<file path="config.mk">
export PLATFORM = sky130hd
export DESIGN_NAME = ga_bitwise_crossover_mutation_top
export DESIGN_NICKNAME = d
export VERILOG_FILES = /design/src/rtl/core/gabcm_pkg.sv /design/src/rtl/core/gabcm_csr.sv /design/src/rtl/core/gabcm_lcg.sv /design/src/rtl/core/gabcm_ctrl.sv /design/src/rtl/core/ga_bitwise_crossover_mutation_top.sv
export VERILOG_INCLUDE_DIRS = /design/src /design/src/rtl/core
export SDC_FILE = /design/constraint.sdc
export NUM_CORES = 2
export LEC_CHECK = 0
export ABC_AREA = 1
export BUFFER_PORTS_ARGS = -buffer_cell sky130_fd_sc_hd__buf_2
export CELL_PAD_IN_SITES_DETAIL_PLACEMENT = 1
export CELL_PAD_IN_SITES_GLOBAL_PLACEMENT = 2
export CORE_MARGIN = 10
export CORE_UTILIZATION = 37
export CTS_BUF_LIST = sky130_fd_sc_hd__clkbuf_4
export CTS_CLUSTER_DIAMETER = 200
export CTS_CLUSTER_SIZE = 40
export DETAILED_ROUTE_END_ITERATION = 10
export HOLD_SLACK_MARGIN = 0.06
export PLACE_DENSITY_LB_ADDON = 0.1
export SLEW_MARGIN = 0
export SYNTH_ARGS = -nofsm -noshare
export SYNTH_HDL_FRONTEND = slang
export SYNTH_SLANG_ARGS = --single-unit
</file>
<file path="constraint.sdc">
create_clock -name clock -period 17.84 [get_ports clock]
set_input_delay 1.784 -clock clock [delete_from_list [all_inputs] [get_ports clock]]
set_output_delay 1.784 -clock clock [all_outputs]
set_load 0.1 [all_outputs]
</file>
<file path="src/rtl/core/ga_bitwise_crossover_mutation_top_macros.svh">
// Assertion macros shared by the genetic-operator block
`ifndef GA_BITWISE_CROSSOVER_MUTATION_TOP_MACROS_SVH
`define GA_BITWISE_CROSSOVER_MUTATION_TOP_MACROS_SVH

// Clocked check, switched off while reset is high
`define GABCM_ASSERT(lbl, prop, msg) \
   lbl: assert property (@(posedge clock) disable iff (reset) prop) \
      else $error(msg);

// Clocked check that also holds through reset
`define GABCM_ASSERT_ALWAYS(lbl, prop, msg) \
   lbl: assert property (@(posedge clock) prop) \
      else $error(msg);

`endif

</file>
<file path="src/rtl/core/gabcm_pkg.sv">
// Shared types and constants of the genetic-operator block
`timescale 1ns / 1ps

package gabcm_pkg;

   // drand48 recurrence
   localparam int          GEN_W     = 48;
   localparam int          HALF_W    = 24;
   localparam int          MULT_W    = 35;
   localparam logic [34:0] LCG_MULT  = 35'h5_DEEC_E66D;
   localparam logic [47:0] LCG_INC   = 48'hB;
   localparam logic [15:0] SEED_LOW  = 16'h330E;
   localparam int          SEED_W    = 32;
   localparam int          THR_W     = 49;
   localparam int          BYTE_W    = 8;
   localparam int          CNT_W     = 3;
   localparam logic [2:0]  LAST_DRAW = 3'd7;

   // Register map
   localparam int          CSR_ADDR_W = 5;
   localparam int          CSR_DATA_W = 64;
   localparam logic [1:0]  REG_MUT    = 2'd0;
   localparam logic [1:0]  REG_XO     = 2'd1;
   localparam logic [1:0]  REG_SEED   = 2'd2;

   // Operation codes
   localparam logic        OP_MUTATE    = 1'b0;
   localparam logic        OP_CROSSOVER = 1'b1;

   typedef enum logic [2:0] {
      ST_IDLE,
      ST_LO,
      ST_HI,
      ST_TEST,
      ST_DONE
   } ctrl_state_type;

   // Sequencer commands to the generator
   typedef struct packed {
      logic step_lo;
      logic step_hi;
   } lcg_cmd_type;

   // Seed reload from the register block
   typedef struct packed {
      logic              load;
      logic [31:0]       seed;
   } seed_cmd_type;

endpackage

</file>
<file path="src/rtl/core/gabcm_csr.sv">
// Configuration registers behind the APB-style port
`timescale 1ns / 1ps

module gabcm_csr (
   input  logic                                  clock,
   input  logic                                  reset,
   input  logic                                  csr_psel,
   input  logic                                  csr_penable,
   input  logic                                  csr_pwrite,
   input  logic [gabcm_pkg::CSR_ADDR_W-1:0]      csr_paddr,
   input  logic [gabcm_pkg::CSR_DATA_W-1:0]      csr_pwdata,
   output logic [gabcm_pkg::CSR_DATA_W-1:0]      csr_prdata,
   output logic                                  csr_pready,
   output logic [gabcm_pkg::THR_W-1:0]           mut_thr,
   output logic [gabcm_pkg::THR_W-1:0]           xo_thr,
   output gabcm_pkg::seed_cmd_type               seed_cmd
);

   logic [gabcm_pkg::THR_W-1:0]  mut_thr_ff, mut_thr_in;
   logic [gabcm_pkg::THR_W-1:0]  xo_thr_ff,  xo_thr_in;
   logic [gabcm_pkg::SEED_W-1:0] seed_ff,    seed_in;
   logic                         wr_en;
   logic [1:0]                   reg_idx;

   assign csr_pready = 1'b1;
   assign wr_en      = csr_psel & csr_penable & csr_pwrite & csr_pready;
   assign reg_idx    = csr_paddr[4:3];

   // Write decode
   always_comb begin
      mut_thr_in    = mut_thr_ff;
      xo_thr_in     = xo_thr_ff;
      seed_in       = seed_ff;
      seed_cmd.load = 1'b0;
      if (wr_en) begin
         unique case (reg_idx)
            gabcm_pkg::REG_MUT:  mut_thr_in = csr_pwdata[gabcm_pkg::THR_W-1:0];
            gabcm_pkg::REG_XO:   xo_thr_in  = csr_pwdata[gabcm_pkg::THR_W-1:0];
            gabcm_pkg::REG_SEED: begin
               seed_in       = csr_pwdata[gabcm_pkg::SEED_W-1:0];
               seed_cmd.load = 1'b1;
            end
            default: ;
         endcase
      end
      seed_cmd.seed = seed_in;
   end

   always_ff @(posedge clock) begin
      if (reset) begin
         mut_thr_ff <= '0;
         xo_thr_ff  <= '0;
         seed_ff    <= '0;
      end else begin
         mut_thr_ff <= mut_thr_in;
         xo_thr_ff  <= xo_thr_in;
         seed_ff    <= seed_in;
      end
   end

   // Read mux
   always_comb begin
      unique case (reg_idx)
         gabcm_pkg::REG_MUT:  csr_prdata = {15'b0, mut_thr_ff};
         gabcm_pkg::REG_XO:   csr_prdata = {15'b0, xo_thr_ff};
         gabcm_pkg::REG_SEED: csr_prdata = {32'b0, seed_ff};
         default:             csr_prdata = '0;
      endcase
   end

   assign mut_thr = mut_thr_ff;
   assign xo_thr  = xo_thr_ff;

endmodule

</file>
<file path="src/rtl/core/gabcm_lcg.sv">
// 48-bit generator with one shared 24x35 multiplier, two passes per step
`timescale 1ns / 1ps

module gabcm_lcg (
   input  logic                             clock,
   input  logic                             reset,
   input  gabcm_pkg::lcg_cmd_type           cmd,
   input  gabcm_pkg::seed_cmd_type          seed_cmd,
   output logic [gabcm_pkg::GEN_W-1:0]      gen_state
);

   localparam int PROD_W = gabcm_pkg::HALF_W + gabcm_pkg::MULT_W;

   logic [gabcm_pkg::GEN_W-1:0]  state_ff, state_in;
   logic [gabcm_pkg::GEN_W-1:0]  part_ff,  part_in;
   logic [gabcm_pkg::HALF_W-1:0] mul_x;
   logic [PROD_W-1:0]            mul_p;

   // Low pass takes x[23:0], high pass x[47:24]
   assign mul_x = cmd.step_hi ? state_ff[gabcm_pkg::GEN_W-1:gabcm_pkg::HALF_W]
                              : state_ff[gabcm_pkg::HALF_W-1:0];
   assign mul_p = {{gabcm_pkg::MULT_W{1'b0}}, mul_x}
                * {{gabcm_pkg::HALF_W{1'b0}}, gabcm_pkg::LCG_MULT};

   // Low pass: xl*M + c; high pass adds (xh*M mod 2^24) << 24
   always_comb begin
      part_in  = part_ff;
      state_in = state_ff;
      if (cmd.step_lo) begin
         part_in = mul_p[gabcm_pkg::GEN_W-1:0] + gabcm_pkg::LCG_INC;
      end
      if (cmd.step_hi) begin
         state_in = part_ff + {mul_p[gabcm_pkg::HALF_W-1:0], {gabcm_pkg::HALF_W{1'b0}}};
      end
      if (seed_cmd.load) begin
         state_in = {seed_cmd.seed, gabcm_pkg::SEED_LOW};
      end
   end

   always_ff @(posedge clock) begin
      if (reset) begin
         state_ff <= {{gabcm_pkg::SEED_W{1'b0}}, gabcm_pkg::SEED_LOW};
      end else begin
         state_ff <= state_in;
      end
   end

   always_ff @(posedge clock) begin
      part_ff <= part_in;
   end

   assign gen_state = state_ff;

endmodule

</file>
<file path="src/rtl/core/gabcm_ctrl.sv">
// Sequencer: draws, mask build, bit operation and result register
`timescale 1ns / 1ps

module gabcm_ctrl (
   input  logic                            clock,
   input  logic                            reset,
   input  logic                            req_tvalid,
   output logic                            req_tready,
   input  logic [15:0]                     req_tdata,
   input  logic                            req_tuser,
   input  logic                            req_tlast,
   output logic                            rsp_tvalid,
   input  logic                            rsp_tready,
   output logic [15:0]                     rsp_tdata,
   output logic                            rsp_tlast,
   input  logic [gabcm_pkg::THR_W-1:0]     mut_thr,
   input  logic [gabcm_pkg::THR_W-1:0]     xo_thr,
   input  logic [gabcm_pkg::GEN_W-1:0]     gen_state,
   output gabcm_pkg::lcg_cmd_type          lcg_cmd
);

   gabcm_pkg::ctrl_state_type          state_ff, state_in;
   logic [gabcm_pkg::CNT_W-1:0]        cnt_ff, cnt_in;
   logic [gabcm_pkg::BYTE_W-1:0]       mask_ff, mask_in;
   logic                               op_ff, op_in;
   logic [gabcm_pkg::BYTE_W-1:0]       a_ff, a_in, b_ff, b_in;
   logic                               last_ff, last_in;
   logic                               rsp_valid_ff, rsp_valid_in;
   logic [15:0]                        rsp_data_ff, rsp_data_in;
   logic                               rsp_last_ff, rsp_last_in;
   logic [gabcm_pkg::THR_W-1:0]        thr;
   logic                               hit;
   logic                               accept;
   logic                               load_out;
   logic [gabcm_pkg::BYTE_W-1:0]       swap;
   logic [gabcm_pkg::BYTE_W-1:0]       res_a, res_b;

   assign req_tready = (state_ff == gabcm_pkg::ST_IDLE);
   assign accept     = req_tvalid & req_tready;

   // Draw versus the threshold of the current operation
   assign thr = (op_ff == gabcm_pkg::OP_CROSSOVER) ? xo_thr : mut_thr;
   assign hit = ({1'b0, gen_state} < thr);

   // Bit operation on the finished mask
   assign swap = (a_ff ^ b_ff) & ~mask_ff;
   always_comb begin
      if (op_ff == gabcm_pkg::OP_CROSSOVER) begin
         res_a = a_ff ^ swap;
         res_b = b_ff ^ swap;
      end else begin
         res_a = a_ff ^ mask_ff;
         res_b = b_ff;
      end
   end

   // Next state and datapath control
   always_comb begin
      state_in        = state_ff;
      cnt_in          = cnt_ff;
      mask_in         = mask_ff;
      op_in           = op_ff;
      a_in            = a_ff;
      b_in            = b_ff;
      last_in         = last_ff;
      load_out        = 1'b0;
      lcg_cmd.step_lo = 1'b0;
      lcg_cmd.step_hi = 1'b0;
      unique case (state_ff)
         gabcm_pkg::ST_IDLE: begin
            if (accept) begin
               op_in    = req_tuser;
               a_in     = req_tdata[7:0];
               b_in     = req_tdata[15:8];
               last_in  = req_tlast;
               cnt_in   = '0;
               state_in = gabcm_pkg::ST_LO;
            end
         end
         gabcm_pkg::ST_LO: begin
            lcg_cmd.step_lo = 1'b1;
            // previous draw is now in the generator register
            if (cnt_ff != '0) begin
               mask_in = {mask_ff[gabcm_pkg::BYTE_W-2:0], hit};
            end
            state_in = gabcm_pkg::ST_HI;
         end
         gabcm_pkg::ST_HI: begin
            lcg_cmd.step_hi = 1'b1;
            cnt_in          = cnt_ff + 1'b1;
            state_in        = (cnt_ff == gabcm_pkg::LAST_DRAW) ? gabcm_pkg::ST_TEST
                                                               : gabcm_pkg::ST_LO;
         end
         gabcm_pkg::ST_TEST: begin
            mask_in  = {mask_ff[gabcm_pkg::BYTE_W-2:0], hit};
            state_in = gabcm_pkg::ST_DONE;
         end
         gabcm_pkg::ST_DONE: begin
            if (!rsp_valid_ff || rsp_tready) begin
               load_out = 1'b1;
               state_in = gabcm_pkg::ST_IDLE;
            end
         end
         default: state_in = gabcm_pkg::ST_IDLE;
      endcase
   end

   // Result register
   assign rsp_valid_in = load_out | (rsp_valid_ff & ~rsp_tready);
   assign rsp_data_in  = load_out ? {res_b, res_a} : rsp_data_ff;
   assign rsp_last_in  = load_out ? last_ff : rsp_last_ff;

   always_ff @(posedge clock) begin
      if (reset) begin
         state_ff     <= gabcm_pkg::ST_IDLE;
         rsp_valid_ff <= 1'b0;
      end else begin
         state_ff     <= state_in;
         rsp_valid_ff <= rsp_valid_in;
      end
   end

   always_ff @(posedge clock) begin
      cnt_ff      <= cnt_in;
      mask_ff     <= mask_in;
      op_ff       <= op_in;
      a_ff        <= a_in;
      b_ff        <= b_in;
      last_ff     <= last_in;
      rsp_data_ff <= rsp_data_in;
      rsp_last_ff <= rsp_last_in;
   end

   assign rsp_tvalid = rsp_valid_ff;
   assign rsp_tdata  = rsp_data_ff;
   assign rsp_tlast  = rsp_last_ff;

endmodule

</file>
<file path="src/rtl/core/ga_bitwise_crossover_mutation_top.sv">
// Top level of the bitwise crossover / mutation unit
//
//  channel  | direction | carries
//  ---------+-----------+-----------------------------------------------
//  req_     | in        | tdata byte_a, byte_b; tuser op; tlast last_byte
//  rsp_     | out       | tdata out_a, out_b; tlast last_out
//  csr_     | in/out    | thresholds (8*i) and seed, 64-bit data
//
//  An item occupies the block from its transfer to the next possible input
//  transfer: eight generator steps of two passes each through the shared
//  24x35 multiplier, a compare state, a result state and the idle state
//  that takes the next transfer.
//  The result waits in its own register, so a stalled rsp_ side only holds
//  the block once a second result is ready. Reset is synchronous and puts
//  the generator at seed zero.
`timescale 1ns / 1ps

module ga_bitwise_crossover_mutation_top (
   input  logic                              clock,
   input  logic                              reset,
   input  logic                              req_tvalid,
   output logic                              req_tready,
   input  logic [15:0]                       req_tdata,  // byte_a, byte_b
   input  logic                              req_tuser,  // op
   input  logic                              req_tlast,
   output logic                              rsp_tvalid,
   input  logic                              rsp_tready,
   output logic [15:0]                       rsp_tdata,  // out_a, out_b
   output logic                              rsp_tlast,
   input  logic                              csr_psel,
   input  logic                              csr_penable,
   input  logic                              csr_pwrite,
   input  logic [gabcm_pkg::CSR_ADDR_W-1:0]  csr_paddr,
   input  logic [gabcm_pkg::CSR_DATA_W-1:0]  csr_pwdata,
   output logic [gabcm_pkg::CSR_DATA_W-1:0]  csr_prdata,
   output logic                              csr_pready
);

`include "ga_bitwise_crossover_mutation_top_macros.svh"

   logic [gabcm_pkg::THR_W-1:0]  mut_thr;
   logic [gabcm_pkg::THR_W-1:0]  xo_thr;
   logic [gabcm_pkg::GEN_W-1:0]  gen_state;
   gabcm_pkg::seed_cmd_type      seed_cmd;
   gabcm_pkg::lcg_cmd_type       lcg_cmd;

   gabcm_csr u_csr (
      .clock       (clock),
      .reset       (reset),
      .csr_psel    (csr_psel),
      .csr_penable (csr_penable),
      .csr_pwrite  (csr_pwrite),
      .csr_paddr   (csr_paddr),
      .csr_pwdata  (csr_pwdata),
      .csr_prdata  (csr_prdata),
      .csr_pready  (csr_pready),
      .mut_thr     (mut_thr),
      .xo_thr      (xo_thr),
      .seed_cmd    (seed_cmd)
   );

   gabcm_lcg u_lcg (
      .clock     (clock),
      .reset     (reset),
      .cmd       (lcg_cmd),
      .seed_cmd  (seed_cmd),
      .gen_state (gen_state)
   );

   gabcm_ctrl u_ctrl (
      .clock      (clock),
      .reset      (reset),
      .req_tvalid (req_tvalid),
      .req_tready (req_tready),
      .req_tdata  (req_tdata),
      .req_tuser  (req_tuser),
      .req_tlast  (req_tlast),
      .rsp_tvalid (rsp_tvalid),
      .rsp_tready (rsp_tready),
      .rsp_tdata  (rsp_tdata),
      .rsp_tlast  (rsp_tlast),
      .mut_thr    (mut_thr),
      .xo_thr     (xo_thr),
      .gen_state  (gen_state),
      .lcg_cmd    (lcg_cmd)
   );

   // Checks
   `GABCM_ASSERT(a_busy_after_take, req_tvalid && req_tready |=> !req_tready, "accepted while busy")
   `GABCM_ASSERT(a_gen_moves_on_cmd, !lcg_cmd.step_hi && !seed_cmd.load |=> $stable(gen_state), "generator moved without a step")
   `GABCM_ASSERT(a_result_from_work, $rose(rsp_tvalid) |-> !$past(req_tready), "result without work")
   `GABCM_ASSERT_ALWAYS(a_one_pass, !(lcg_cmd.step_lo && lcg_cmd.step_hi), "both multiplier passes at once")

endmodule
</file>
==> impl_metrics.env <==
export IMPL_arrival_ps=10450
export IMPL_crit_type="reg -> reg"
export IMPL_status="completed"
export IMPL_firstDrtPassIters=5
export IMPL_synth_seq_area_share_pct=21.24
export IMPL_die_width_um=306.9
export IMPL_avgSynthCellArea_um2=7.738
export IMPL_synth_async_reset_ratio_pct=0
export IMPL_cts_made_buffers=11
export IMPL_dp_hpwl_um=98020
export IMPL_hold_path_class="reg -> reg"
export IMPL_grt_overflow_total=0
export IMPL_timing_rr_end="u_lcg.gen_state[45]"
export IMPL_min_delay_start="u_lcg.part_ff[1]"
export IMPL_vias=25160
export IMPL_critPathRequiredTime_ps=18570
export IMPL_syn_inst=3935
export IMPL_cap_viol_max_count=0
export IMPL_reg2reg_slack_ps=8120
export IMPL_clk_pin_slew_ps=430
export IMPL_whs_endpoint="u_lcg.gen_state[1]"
export IMPL_layout_commonest_cell="inv_1"
export IMPL_slowest_delay_ps=930
export IMPL_cts_tree="yes"
export IMPL_drive_gt1_share_pct=7.763
export IMPL_yosysTopAreaCellShare_pct=23.14
export IMPL_holdPathStages=2
export IMPL_via_per_inst=4.915
export IMPL_post_cts_resized=0
export IMPL_min_period_over_period_pct=54.48
export IMPL_initial_utilization_pct=37.20
export IMPL_crit_fanout=21
export IMPL_port_buffers=143
export IMPL_grt_pass1_vias=26500
export IMPL_synth_edf_count=94
export IMPL_io_pins=178
export IMPL_cp_common_cell="nand2_1"
export IMPL_grt_usage_pct=24.17
export IMPL_setup_viol_count_final=0
export IMPL_fin_skew_ps=107.4
export IMPL_core_area_um2=81850
export IMPL_critPathLaunchType="register"
export IMPL_clk_latency_ps=840
export IMPL_finalNetCount=4757
export IMPL_critPathCaptureType="register"
export IMPL_rsz0062_at_grt="false"
export IMPL_area_growth_pct=7.031
export IMPL_ys_flop_type="dfxtp_1"
export IMPL_drt_iter0_drc=1433
export IMPL_final_max_slew_violation_count=0
export IMPL_cp_slowest_cell="o21ai_0"
export IMPL_synth_seq_cells=276
export IMPL_max_slew_margin_pct=18.42
export IMPL_reg2reg_from="u_ctrl.state_ff[1]"
export IMPL_gp_congestion=0.9355
export IMPL_cts_buffer_depth=3
export IMPL_numClockSinks=276
export IMPL_wire_per_inst_um=22.25
export IMPL_grt_antenna_before_repair=3
export IMPL_grt_max_degree=67
export IMPL_layout_common_cells="inv_1 (972), nand2_1 (834), fa_1 (352)"
export IMPL_postCtsSetupBuffers=0
export IMPL_tns_ps=0
export IMPL_rows=105
export IMPL_yosys_cell_types_count=59
export IMPL_ys_warn_count=0
export IMPL_ctsHoldBuffers=0
export IMPL_post_route_drc_count=0
export IMPL_yosys_top_cells_area="fa_1 (23%), inv_1 (12%), dfxtp_1 (12%), ha_1 (11%), nand2_1 (10%)"
export IMPL_ant_nets=0
export IMPL_die_area_um2=94170
export IMPL_final_hold_viol_count=0
export IMPL_cts_root_buf="clkbuf_4"
export IMPL_tightest_slew_ps=1211
export IMPL_max_freq_ghz=0.1029
export IMPL_htreeDepth=1
export IMPL_grt_pass1_wl_um=171300
export IMPL_rr_worst_depth=32
export IMPL_die_h_um=306.9
export IMPL_syn_area_um2=30450
export IMPL_synth_top_area_cell="fa_1"
export IMPL_wirelength_um=113900
export IMPL_min_period_ps=9719
## cells in the mapped netlist (11+ instances only)
master	n
nand4_1	50
inv_1	973
dfxtp_1	182
nor3_1	18
xnor2_1	14
ha_1	270
edfxtp_1	94
nand2_2	27
a21oi_1	149
fa_1	352
a31oi_1	24
o22ai_1	38
nor2_4	12
or2_2	15
nor2_2	11
nor2_1	254
clkbuf_1	74
o21ai_0	230
nand2_1	835
nand2_4	11
buf_4	17
xor2_1	40
o221ai_1	34
nand3_1	119
## flip-flops by register name, indices dropped and copies added (netlist names)
| register | cells |
|---|---|
| u_csr.mut_thr | 49 |
| u_csr.seed_ff | 32 |
| u_csr.xo_thr | 49 |
| u_ctrl.a_ff | 8 |
| u_ctrl.b_ff | 8 |
| u_ctrl.cnt_ff | 3 |
| u_ctrl.last_ff | 1 |
| u_ctrl.mask_ff | 8 |
| u_ctrl.op_ff | 1 |
| u_ctrl.rsp_tdata | 16 |
| u_ctrl.rsp_tlast | 1 |
| u_ctrl.rsp_tvalid | 1 |
| u_ctrl.state_ff | 3 |
| u_lcg.gen_state | 48 |
| u_lcg.part_ff | 48 |
## logic make-up (layout without fill, tap and decap cells)
group / after synthesis / count (layout) / synth area share (%)
other cells: 2 / 20 / 0.02467
compound gates: 507 / 507 / 9.291
fa+ha+maj: 622 / 622 / 34.24
xor+xnor: 55 / 55 / 1.644
flops: 276 / 276 / 21.24
buf+inv: 1084 / 1180 / 13.59
simple gates: 1389 / 1389 / 19.98
## metrics by stage
stage | util [%] | instances | worst slack, ps | instance area (um^2) | hold WS, ps
2_1_floorplan | - | 3949 | 9802 | 30500 | 400.3
3_3_place_gp | 39.59 | 5098 | 8227 | 32410 | 401.5
3_5_place_dp | 39.59 | 5098 | 8205 | 32410 | 422.8
4_1_cts | 39.80 | 5115 | 8147 | 32580 | 400.2
5_1_grt | 39.81 | 5118 | 7480 | 32590 | 409.8
6_report | 39.82 | 5119 | 8121 | 32590 | 406.2
## worst max-delay path: cells and delay by family (launching register included)
kind                     cells  cell delay [ps]
flip-flops                   1              550
buffers and inverters        6              990
adder cells (fa/ha/maj)      9             4620
AND/OR/NAND/NOR             11             1590
AO/OA/AOI/OAI                6             1810
## area by class of cell
cell class              count  area [um^2]
flip-flops and latches    276         6466
inverters                 986         3705
fillers                 10190        49260
repair buffers            177        970.9
clock inverters             2        60.06
diodes                      4        10.01
clock buffers              15        112.6
well taps                1070         1339
multi-input cells        2589        19930
## worst max-delay path by stage
stage                             from             endpoint  slack, ps
detailed placement  u_ctrl.state_ff[2]    u_lcg.part_ff[47]       8200
floorplan           u_ctrl.state_ff[0]  u_lcg.gen_state[46]       9800
finish              u_ctrl.state_ff[1]  u_lcg.gen_state[45]       8120
global placement    u_ctrl.state_ff[2]  u_lcg.gen_state[45]       8230
CTS                 u_ctrl.state_ff[1]  u_lcg.gen_state[45]       8150
global route        u_ctrl.state_ff[0]  u_lcg.gen_state[46]       7480
## routing by layer
layer | wire, um | GRT usage (%) | part of all wire (%) | up-vias
met2 | 52390 | 39.57 | 46 | 461
met1 | 53210 | 33.53 | 47 | 12340
li1 | - | - | - | 12260
met3 | 5313 | 3.168 | 4.7 | 93
met4 | 2968 | 5.644 | 2.6 | 0
met5 | 0 | 0 | 0 | -
Power is left out: the tool's default activity adds up to more than one toggle a clock period on the data nets, which glitch-free logic cannot reach.
